==> config.mk <==
export PLATFORM = sky130hd
export DESIGN_NAME = sha256_message_hasher_top_flat
export DESIGN_NICKNAME = d
export VERILOG_FILES = /design/src/rtl/core/sha256_pkg.sv /design/src/rtl/core/sha256_ifs.sv /design/src/rtl/core/sha256_message_hasher_top.sv /design/src/flat_wrapper.sv
export SDC_FILE = /design/constraint.sdc
export NUM_CORES = 2
export LEC_CHECK = 0
export BUFFER_PORTS_ARGS = -buffer_cell sky130_fd_sc_hd__buf_2
export CAP_MARGIN = 40
export CORE_UTILIZATION = 50
export DETAILED_ROUTE_END_ITERATION = 8
export HOLD_SLACK_MARGIN = 0.05
export PLACE_DENSITY = 0.74
export SYNTH_ARGS = -nofsm -noshare
export SYNTH_HDL_FRONTEND = slang
export SYNTH_SLANG_ARGS = --single-unit
==> constraint.sdc <==
create_clock -name clk -period 18.81 [get_ports clk]
set_input_delay 3.762 -clock clk [delete_from_list [all_inputs] [get_ports clk]]
set_output_delay 3.762 -clock clk [all_outputs]
set_load 0.1 [all_outputs]
==> src/rtl/core/sha256_pkg.sv <==
// ----------------------------------------------------------------------------
// sha256_pkg: shared constants and functions for the SHA-256 hasher
// Round constants, initial hash values and the sigma functions.
// ----------------------------------------------------------------------------
`default_nettype none
package sha256_pkg;

  localparam logic [7:0] PAD_BYTE = 8'h80;

  typedef logic [31:0] word_t;

  function automatic word_t init_h(input logic [2:0] idx);
    word_t r;
    case (idx)
      3'd0: r = 32'h6a09e667;
      3'd1: r = 32'hbb67ae85;
      3'd2: r = 32'h3c6ef372;
      3'd3: r = 32'ha54ff53a;
      3'd4: r = 32'h510e527f;
      3'd5: r = 32'h9b05688c;
      3'd6: r = 32'h1f83d9ab;
      default: r = 32'h5be0cd19;
    endcase
    return r;
  endfunction

  localparam logic [31:0] ROUND_K [64] = '{
    32'h428a2f98, 32'h71374491, 32'hb5c0fbcf, 32'he9b5dba5,
    32'h3956c25b, 32'h59f111f1, 32'h923f82a4, 32'hab1c5ed5,
    32'hd807aa98, 32'h12835b01, 32'h243185be, 32'h550c7dc3,
    32'h72be5d74, 32'h80deb1fe, 32'h9bdc06a7, 32'hc19bf174,
    32'he49b69c1, 32'hefbe4786, 32'h0fc19dc6, 32'h240ca1cc,
    32'h2de92c6f, 32'h4a7484aa, 32'h5cb0a9dc, 32'h76f988da,
    32'h983e5152, 32'ha831c66d, 32'hb00327c8, 32'hbf597fc7,
    32'hc6e00bf3, 32'hd5a79147, 32'h06ca6351, 32'h14292967,
    32'h27b70a85, 32'h2e1b2138, 32'h4d2c6dfc, 32'h53380d13,
    32'h650a7354, 32'h766a0abb, 32'h81c2c92e, 32'h92722c85,
    32'ha2bfe8a1, 32'ha81a664b, 32'hc24b8b70, 32'hc76c51a3,
    32'hd192e819, 32'hd6990624, 32'hf40e3585, 32'h106aa070,
    32'h19a4c116, 32'h1e376c08, 32'h2748774c, 32'h34b0bcb5,
    32'h391c0cb3, 32'h4ed8aa4a, 32'h5b9cca4f, 32'h682e6ff3,
    32'h748f82ee, 32'h78a5636f, 32'h84c87814, 32'h8cc70208,
    32'h90befffa, 32'ha4506ceb, 32'hbef9a3f7, 32'hc67178f2
  };

  function automatic word_t rotr(input word_t x, input int unsigned n);
    return (x >> n) | (x << (32 - n));
  endfunction

  function automatic word_t bsig0(input word_t x);
    return rotr(x, 2) ^ rotr(x, 13) ^ rotr(x, 22);
  endfunction
  function automatic word_t bsig1(input word_t x);
    return rotr(x, 6) ^ rotr(x, 11) ^ rotr(x, 25);
  endfunction
  function automatic word_t ssig0(input word_t x);
    return rotr(x, 7) ^ rotr(x, 18) ^ (x >> 3);
  endfunction
  function automatic word_t ssig1(input word_t x);
    return rotr(x, 17) ^ rotr(x, 19) ^ (x >> 10);
  endfunction

endpackage
`default_nettype wire

==> src/rtl/core/sha256_ifs.sv <==
// ----------------------------------------------------------------------------
// sha256_ifs: stream interfaces of the SHA-256 hasher
// Byte input channel and digest word output channel.
// ----------------------------------------------------------------------------
`default_nettype none
interface sha256_in_if;
  logic       valid;
  logic       ready;
  logic [7:0] data_byte;
  logic       byte_valid;
  logic       last_byte;
  modport source (output valid, data_byte, byte_valid, last_byte, input ready);
  modport sink (input valid, data_byte, byte_valid, last_byte, output ready);
endinterface

interface sha256_out_if;
  logic        valid;
  logic        ready;
  logic [31:0] digest_word;
  logic [2:0]  word_index;
  logic        last_word;
  modport source (output valid, digest_word, word_index, last_word, input ready);
  modport sink (input valid, digest_word, word_index, last_word, output ready);
endinterface
`default_nettype wire

==> src/rtl/core/sha256_message_hasher_top.sv <==
// ----------------------------------------------------------------------------
// sha256_message_hasher_top: byte-serial SHA-256 hasher
// Shifts bytes into a 64-byte block register, compresses with one round unit,
// pads on the final byte and streams the eight digest words.
// ----------------------------------------------------------------------------
//  channel  dir  transfer payload
//  in_      in   data_byte[7:0], byte_valid, last_byte
//  out_     out  digest_word[31:0], word_index[2:0], last_word
//
//  A byte that does not fill a block is shifted into the block register.
//  A full block passes through a load state, 64 rounds of the shared
//  round unit and an add state. A final item adds padding (pad bytes
//  shifted in one at a time) and one or two compressions, then eight
//  word transfers. Reset is synchronous; stalls on out_ready hold the word.
// ----------------------------------------------------------------------------
`default_nettype none
module sha256_message_hasher_top
  import sha256_pkg::*;
(
  input  wire logic       clk,
  input  wire logic       rst_n,
  sha256_in_if.sink       in_ch,
  sha256_out_if.source    out_ch
);

  typedef enum logic [2:0] {
    S_IDLE, S_PAD, S_LOAD, S_ROUND, S_ADD, S_OUT
  } state_t;

  state_t      state_r, state_nxt;
  logic [5:0]  fill_r, fill_nxt;
  logic [60:0] total_r, total_nxt;
  logic [5:0]  round_r, round_nxt;
  logic        final_r, final_nxt;   // block being compressed ends the message
  logic        padded_r, padded_nxt; // 0x80 already written
  logic [2:0]  oidx_r, oidx_nxt;
  word_t       h_r [8];
  word_t       v_r [8];
  word_t       w_r [16];

  logic        wr_en;
  logic [7:0]  wr_data;
  logic [63:0] bit_len;
  logic        in_xfer, out_xfer;

  // The length fits this block when the pad byte landed at or before slot 55
  logic len_block, len_done_r, len_done;
  logic len_here_r;

  assign in_xfer  = in_ch.valid && in_ch.ready;
  assign out_xfer = out_ch.valid && out_ch.ready;
  assign bit_len  = {total_r, 3'b000};

  assign in_ch.ready        = (state_r == S_IDLE);
  assign out_ch.valid       = (state_r == S_OUT);
  assign out_ch.digest_word = h_r[oidx_r];
  assign out_ch.word_index  = oidx_r;
  assign out_ch.last_word   = (oidx_r == 3'd7);

  // Sequence bytes, padding, rounds and output
  always_comb begin
    state_nxt  = state_r;
    fill_nxt   = fill_r;
    total_nxt  = total_r;
    round_nxt  = round_r;
    final_nxt  = final_r;
    padded_nxt = padded_r;
    oidx_nxt   = oidx_r;
    wr_en      = 1'b0;
    wr_data    = in_ch.data_byte;
    case (state_r)
      S_IDLE: begin
        if (in_xfer) begin
          if (in_ch.byte_valid) begin
            wr_en     = 1'b1;
            fill_nxt  = fill_r + 6'd1;
            total_nxt = total_r + 61'd1;
          end
          final_nxt  = in_ch.last_byte;
          padded_nxt = 1'b0;
          if (in_ch.byte_valid && fill_r == 6'd63) state_nxt = S_LOAD;
          else if (in_ch.last_byte) state_nxt = S_PAD;
        end
      end
      S_PAD: begin
        wr_en    = 1'b1;
        fill_nxt = fill_r + 6'd1;
        if (!padded_r) begin
          wr_data    = PAD_BYTE;
          padded_nxt = 1'b1;
        end else begin
          wr_data = 8'h00;
        end
        // Length bytes go into the last eight slots of the last block
        if (fill_r >= 6'd56 && padded_r && len_block) begin
          wr_data = bit_len[8'(63 - 8 * (fill_r - 6'd56)) -: 8];
        end
        if (fill_r == 6'd63) state_nxt = S_LOAD;
      end
      S_LOAD: begin
        round_nxt = 6'd0;
        state_nxt = S_ROUND;
      end
      S_ROUND: begin
        round_nxt = round_r + 6'd1;
        if (round_r == 6'd63) state_nxt = S_ADD;
      end
      S_ADD: begin
        fill_nxt = 6'd0;
        if (!final_r) state_nxt = S_IDLE;
        else if (!len_done) state_nxt = S_PAD;
        else begin
          oidx_nxt  = 3'd0;
          state_nxt = S_OUT;
        end
      end
      S_OUT: begin
        if (out_xfer) begin
          oidx_nxt = oidx_r + 3'd1;
          if (oidx_r == 3'd7) begin
            state_nxt = S_IDLE;
            total_nxt = '0;
            final_nxt = 1'b0;
          end
        end
      end
      default: state_nxt = S_IDLE;
    endcase
  end

  assign len_block = len_here_r || (!padded_r && fill_r <= 6'd55);
  assign len_done  = len_done_r;

  always_ff @(posedge clk) begin
    if (!rst_n) begin
      len_here_r <= 1'b0;
      len_done_r <= 1'b0;
    end else begin
      if (state_r == S_IDLE) begin
        len_here_r <= 1'b0;
        len_done_r <= 1'b0;
      end else if (state_r == S_PAD && !padded_r) begin
        len_here_r <= (fill_r <= 6'd55);
        len_done_r <= (fill_r <= 6'd55);
      end else if (state_r == S_ADD && final_r && !len_done_r) begin
        len_here_r <= 1'b1;
        len_done_r <= 1'b1;
      end
    end
  end

  // Hold control state
  always_ff @(posedge clk) begin
    if (!rst_n) begin
      state_r  <= S_IDLE;
      fill_r   <= '0;
      total_r  <= '0;
      round_r  <= '0;
      final_r  <= 1'b0;
      padded_r <= 1'b0;
      oidx_r   <= '0;
    end else begin
      state_r  <= state_nxt;
      fill_r   <= fill_nxt;
      total_r  <= total_nxt;
      round_r  <= round_nxt;
      final_r  <= final_nxt;
      padded_r <= padded_nxt;
      oidx_r   <= oidx_nxt;
    end
  end

  // Shared round unit
  word_t wt, s_new, t1, t2;
  assign s_new = ssig1(w_r[14]) + w_r[9] + ssig0(w_r[1]) + w_r[0];
  assign wt    = (round_r < 6'd16) ? w_r[0] : s_new;
  assign t1 = v_r[7] + bsig1(v_r[4]) + ((v_r[4] & v_r[5]) ^ (~v_r[4] & v_r[6]))
              + ROUND_K[round_r] + wt;
  assign t2 = bsig0(v_r[0]) + ((v_r[0] & v_r[1]) ^ (v_r[0] & v_r[2]) ^ (v_r[1] & v_r[2]));

  // Advance block register, working variables, schedule window and chaining words
  always_ff @(posedge clk) begin
    if (!rst_n) begin
      for (int i = 0; i < 8; i++) h_r[i] <= init_h(3'(i));
    end else begin
      case (state_r)
        S_IDLE, S_PAD: begin
          // Shift the next block byte in; the first byte ends up in w_r[0][31:24]
          if (wr_en) begin
            for (int i = 0; i < 15; i++) w_r[i] <= {w_r[i][23:0], w_r[i+1][31:24]};
            w_r[15] <= {w_r[15][23:0], wr_data};
          end
        end
        S_LOAD: begin
          for (int i = 0; i < 8; i++) v_r[i] <= h_r[i];
        end
        S_ROUND: begin
          for (int i = 0; i < 15; i++) w_r[i] <= w_r[i+1];
          w_r[15] <= wt;
          v_r[0] <= t1 + t2;
          v_r[1] <= v_r[0];
          v_r[2] <= v_r[1];
          v_r[3] <= v_r[2];
          v_r[4] <= v_r[3] + t1;
          v_r[5] <= v_r[4];
          v_r[6] <= v_r[5];
          v_r[7] <= v_r[6];
        end
        S_ADD: begin
          for (int i = 0; i < 8; i++) h_r[i] <= h_r[i] + v_r[i];
        end
        S_OUT: begin
          if (out_xfer && oidx_r == 3'd7)
            for (int i = 0; i < 8; i++) h_r[i] <= init_h(3'(i));
        end
        default: ;
      endcase
    end
  end

  // Checks
  a_no_in_while_busy: assert property (@(posedge clk) disable iff (!rst_n)
    (state_r == S_ROUND) |-> !in_ch.ready) else $error("ready during rounds");
  a_round_to_add: assert property (@(posedge clk) disable iff (!rst_n)
    (state_r == S_ROUND && round_r == 6'd63) |=> (state_r == S_ADD))
    else $error("round count slip");
  a_out_hold: assert property (@(posedge clk) disable iff (!rst_n)
    (out_ch.valid && !out_ch.ready) |=> $stable(oidx_r)) else $error("index moved");

endmodule
`default_nettype wire
==> src/flat_wrapper.sv <==
// flat-port wrapper written by rule: the top's interface ports become plain ports
module sha256_message_hasher_top_flat import sha256_pkg::*;
  (clk, rst_n, in_ch_valid, in_ch_data_byte, in_ch_byte_valid, in_ch_last_byte, in_ch_ready, out_ch_valid, out_ch_digest_word, out_ch_word_index, out_ch_last_word, out_ch_ready);
  sha256_in_if in_ch_i ();
  sha256_out_if out_ch_i ();
  input  wire logic clk;
  input  wire logic rst_n;
  input wire logic [$bits(in_ch_i.valid)-1:0] in_ch_valid;
  input wire logic [$bits(in_ch_i.data_byte)-1:0] in_ch_data_byte;
  input wire logic [$bits(in_ch_i.byte_valid)-1:0] in_ch_byte_valid;
  input wire logic [$bits(in_ch_i.last_byte)-1:0] in_ch_last_byte;
  output wire logic [$bits(in_ch_i.ready)-1:0] in_ch_ready;
  output wire logic [$bits(out_ch_i.valid)-1:0] out_ch_valid;
  output wire logic [$bits(out_ch_i.digest_word)-1:0] out_ch_digest_word;
  output wire logic [$bits(out_ch_i.word_index)-1:0] out_ch_word_index;
  output wire logic [$bits(out_ch_i.last_word)-1:0] out_ch_last_word;
  input wire logic [$bits(out_ch_i.ready)-1:0] out_ch_ready;
  assign in_ch_i.valid = in_ch_valid;
  assign in_ch_i.data_byte = in_ch_data_byte;
  assign in_ch_i.byte_valid = in_ch_byte_valid;
  assign in_ch_i.last_byte = in_ch_last_byte;
  assign in_ch_ready = in_ch_i.ready;
  assign out_ch_valid = out_ch_i.valid;
  assign out_ch_digest_word = out_ch_i.digest_word;
  assign out_ch_word_index = out_ch_i.word_index;
  assign out_ch_last_word = out_ch_i.last_word;
  assign out_ch_i.ready = out_ch_ready;
  sha256_message_hasher_top u_core (.clk(clk), .rst_n(rst_n), .in_ch(in_ch_i), .out_ch(out_ch_i));
endmodule
Yosys cells after proc, flatten, opt, wreduce, memory -nomap -nowiden
Memories as Yosys holds them, arrays and structs flattened. A register that Yosys moved wholly into a read port is not among the register bits.
Index checks and enable logic that the tools add are counted.

storage, ports and cells
  flip-flop bits (word level) = 82
  RAM bits = 1024
  bits in read-only memories = 2048
  input port bits = 14
  output and inout port bits = 38
  memories = 4

operators by class
  add/sub/neg operators = 24
  order comparisons = 4
  equality and inequality tests = 17
  shift operators = 1
  multiplexer cells = 132
  bitwise operators = 69
  reductions and logical operators = 28

memory list
  name              words  width  read ports  clocked after memory_dff  wr ports  line                              source
  (name not given)  64     32     1           0                         0         sha256_message_hasher_top.sv:178  + ROUND_K[round_r] + wt;
  u_core.w_r        16     32     16          0                         16        sha256_message_hasher_top.sv:39   word_t w_r [16];
  u_core.h_r        8      32     9           1                         8         sha256_message_hasher_top.sv:37   word_t h_r [8];
  u_core.v_r        8      32     8           0                         8         sha256_message_hasher_top.sv:38   word_t v_r [8];

operator list
  cell                                            count
  2-to-1 mux 32 bit                               75
  adder 32 bit                                    18
  XOR 32 bit                                      9
  2-to-1 mux 61 bit                               4
  bitwise AND 32 bit                              5
  case mux 61 bit (2 select lines)                1
  variable part select 71 x 9 -> 8 bit            1
  adder 61 x 1 -> 61 bit (second input constant)  1
  2-to-1 mux 3 bit                                14
  bitwise OR 1 bit                                40
  NOT 32 bit                                      1
  bitwise OR 10 x 32 -> 32 bit                    1
  bitwise OR 13 x 32 -> 32 bit                    1
  bitwise OR 14 x 32 -> 32 bit                    1
  bitwise OR 15 x 32 -> 32 bit                    1
  bitwise OR 19 x 32 -> 32 bit                    1
  bitwise OR 21 x 32 -> 32 bit                    1
  bitwise OR 25 x 32 -> 32 bit                    1
  bitwise OR 26 x 32 -> 32 bit                    1
  bitwise OR 30 x 32 -> 32 bit                    1
  bitwise OR 7 x 32 -> 32 bit                     1
  XOR 32 x 22 -> 32 bit                           1
  XOR 32 x 29 -> 32 bit                           1
  2-to-1 mux 1 bit                                26
  36 further kinds                                68

Logic depth before layout (Yosys ltp)
An unclocked memory read counts as a cell.

  depth after elaboration = 11
  mapped depth = 44

Worst setup path after synthesis
OpenSTA, ideal clock, no wires.

  path type = input to register
  from = in rst_n
  to = mem u_core.w_r[0][0] in the netlist's numbering, enable pin
  arrival time = 13.191 ns
  data required time = 15.177 ns
  setup slack = 1.985 ns
  stages on the path = 6
  buffers on the path = 4
  cell sequence = clkbuf_1 > nand3_1 > clkbuf_1 > clkbuf_1 > clkbuf_1 > nand2_1

RTL lines
  element             line                             source
  start: declaration  flat_wrapper.sv:7                input wire logic rst_n;
  end: declaration    sha256_message_hasher_top.sv:39

==> results.md <==
* First-pass GRT wire length at around 320 mm
* Largest net degree at the start of global routing at between 150 and 200
* Final setup margin at 7.88 ns
* Die H at slightly below 400 um
* Initial antenna violation count at 7
* Max-cap check violation count at 0
* Most used cell, CP: fa_1
* Final wirelength at around 210 mm
* DR DRC count at 0
* Number of H-tree levels at 3
* Worst skew pair latency at 0.78 ns
* Highest-count cells in the layout ignoring fill and taps: 929 x nand2_1, 896 x edfxtp_1, 561 x mux2_2
* CTS Sinks at 1109
* Reg2Reg Depth at 40
* Reg2reg start: u_core.w_r[0][40]
* Starting Density at 50.5%
* Crit path DAT at about 11 ns
* DRT Pass-1 Iters at 5
* Routed Antenna Nets at 0
* CP endpoint kind: flop
* Ys async rst share at 0%
* Final Slew Violations at 0
* Die area at 151000 sq um
* Post-DP HPWL at 158 mm
* Via density per instance at around 6.1
* Mean Syn Cell Area at 10.5 sq um
* Worst path slowest cell: fa_1
* CP peak stage delay at 0.53 ns
* Drt initial violations at roughly 5.5k
* Number of I/O port buffers at 51
* Unique masters post-synth at 105
* P_leak at 0.0304 uW
* Dpl cell area at about 77000 sq um
* Worst r2r dst: u_core.v_r[0][31]
* Clock Skew at 0.0409 ns
* Worst hold-check path type: flop to flop
* Number of flops mapped to enable cells by yosys at 896
* Synth Net Count at ~7.7k
* Clk pin slew, worst setup/hold paths at 0.06 ns
* Syn Inst Count at 7104
* Fillers at 12.5k
* Vias in the first global route at 54.1k
* Worst Setup SP: u_core.w_r[0][40]
* Area of the multi-input gates at a little over 40000 sq um
* Row count at 141
* Critical Path RT at 19.31 ns
* Final instance area at 81100 sq um
* Pwr/cell area at 160 nW/um^2
* Grt ovf at 0
* CTS tree: yes
* VDD IR max at around 0.00014 V
* Clock Tree Root: clkbuf_16
* IO Pins at 52
* Sequential cell area at around 31000 sq um
* Final-report setup violation count at 0
* Post-CTS Setup Bufs at 0
* Fmax at 91.5 MHz
* Seq cells post-synth at 1109
* Cts hold-fix bufs at 0
* Setup TNS at 0 ns
* Gpl congestion at 0.982
* Status: complete, no violations
* Die Width at 389 um
* Fraction of layout cells with a size suffix above 1 at approximately 15%
* Setup CP Type: flop to flop
* Clock Tree Buf Depth at 3
* CP endpoint: u_core.v_r[0][31]
* Post_cts resized at 0
* Total core area at 148000 sq um
* Slew HR at 22.9%
* Total CTS buffers at 121
* Avg WL per Cell at about 24 um
* Mapped cell area at 74900 sq um
* Max FO, Critical Path at 5
* Synth warn at 0
* Startpoint Class: flop
* Setup slack, reg-to-reg at 7.88 ns
* RSZ-0062 raised after global routing: false
* Most used DFF post-synth: edfxtp_1
* Most common cell after layout, fill and taps aside: nand2_1
* Final hold violations at 0
* GRT Total Usage at 27.8%
* Tmin final at around 11 ns
* Seq/Total Area, Yosys at 41.6%
* Layout overhead on the synthesized area at 8.28%
* Tightest Pin Transition at 1.16 ns
* Layout Utilization at 54.7%
* DR vias at 55.3k
* Tcrit/Tclk final at 58.1%
* Pre-CTS setup slack at 8.09 ns
* Layout net count at between 7k and 8k
-- worst min path at each step --
stage	from	endpoint	depth (start not counted)
2_1_floorplan	u_core.h_r[5][10]	u_core.h_r[5][10]	2
3_3_place_gp	u_core.h_r[5][17]	u_core.h_r[5][17]	2
3_5_place_dp	u_core.h_r[5][10]	u_core.h_r[5][10]	2
4_1_cts	u_core.h_r[5][10]	u_core.h_r[5][10]	2
5_1_grt	u_core.h_r[5][10]	u_core.h_r[5][10]	2
6_report	u_core.h_r[5][10]	u_core.h_r[5][10]	2
-- kinds of logic after synthesis --
kind of cell / count (synthesis) / synth area share [%]
simple gates: 1884 / 11.4
compound gates: 1459 / 12.2
flops: 1109 / 41.6
buf+inv: 723 / 3.66
mux: 700 / 11.7
fa+ha+maj: 622 / 12.3
xor+xnor: 607 / 7.14
-- flip-flops by register name, indices dropped and copies added (netlist names), named ones only --
| register | cells |
|---|---|
| u_core.out_ch.word_index | 3 |
| u_core.w_r | 512 |
| u_core.state_r | 3 |
| u_core.total_r | 61 |
| u_core.round_r | 6 |
| u_core.h_r | 256 |
| u_core.padded_r | 1 |
| u_core.v_r | 256 |
| u_core.final_r | 1 |
| u_core.fill_r | 6 |
| u_core.len_done | 1 |
-- critical path: cells and delay by family (launching register included) --
family / cells / cell delay [ns]
compound gates: 15 / 3.55
xor+xnor: 6 / 1.23
fa+ha+maj: 9 / 3.92
buf+inv: 3 / 0.13
flops: 1 / 0.51
mux: 1 / 0.26
simple gates: 6 / 1.01
-- per-layer routing --
layer / up-vias / global-route usage [%] / share of wire (%)
met5: - / 0 / 0.023
met4: 8 / 14.1 / 5.7
met3: 519 / 4.47 / 7.9
met2: 2350 / 44.3 / 46
met1: 27074 / 36.8 / 41
li1: 25302 / - / -
-- report_power, final --
part | internal (uW) | leakage, uW | switching, uW
registers | 3020 | 0.00954 | 233
clock network | 1360 | 0.00193 | 1060
logic | 3050 | 0.0189 | 4290
-- synth_stat cells, types with 11 or more instances --
library cell  instances  area share, %
o21ai_1              12          0.080
o21bai_1             40           0.40
ha_1                407            6.8
nor2_1              353            1.8
nand3_1             100           0.67
o31ai_1              24           0.24
a21oi_1             426            2.8
nor3_1              108           0.72
o221ai_1             11           0.13
mux4_2               83            2.5
or2_2                19           0.16
and4_1               13           0.15
xnor2_1             391            4.6
or3_1                49           0.41
and3_1               53           0.44
a221oi_1             13           0.15
nand2b_1             73           0.61
o22ai_1              11          0.092
buf_1                38           0.19
nand4_1              24           0.20
a211o_1              16           0.19
maj3_1               18           0.24
and2_1               24           0.20
a22oi_1              11           0.11
dfxtp_1             213            5.7
clkbuf_1            317            1.6
nor2b_1              74           0.62
o21a_1               56           0.56
mux2i_1              56           0.75
mux2_2              561            8.4
a211oi_1             36           0.36
o311ai_0             13           0.15
xor2_1              214            2.5
a21boi_0             16           0.16
a311oi_1             22           0.26
o21ai_0             380            2.5
nand3b_1             11           0.11
a21o_1              173            1.7
edfxtp_1            896             36
o211ai_1             51           0.51
inv_1               358            1.8
fa_1                197            5.3
nand2_1             932            4.7
a31oi_1              50           0.42
-- per-stage QoR --
step / hold WS, ns / total power, uW / instances
after floorplan: 0.455 / 8870 / 7104
after global placement: 0.468 / 10300 / 8785
after detailed placement: 0.479 / 10400 / 8804
after CTS: 0.487 / 12900 / 9032
after global routing: 0.501 / 13900 / 9032
final: 0.492 / 13000 / 9033
-- area by class of cell --
cell class	instances	share of cell area (%)
Timing Repair Buffer	134	1.32
Sequential cell	1109	38.5
Multi-Input combinational cell	5272	50.6
Tap cell	1930	2.98
Antenna cell	1	0.00309
Clock buffer	156	4.03
Clock inverter	72	0.898
Inverter	359	1.66
(Power assumes the default switching activity.)
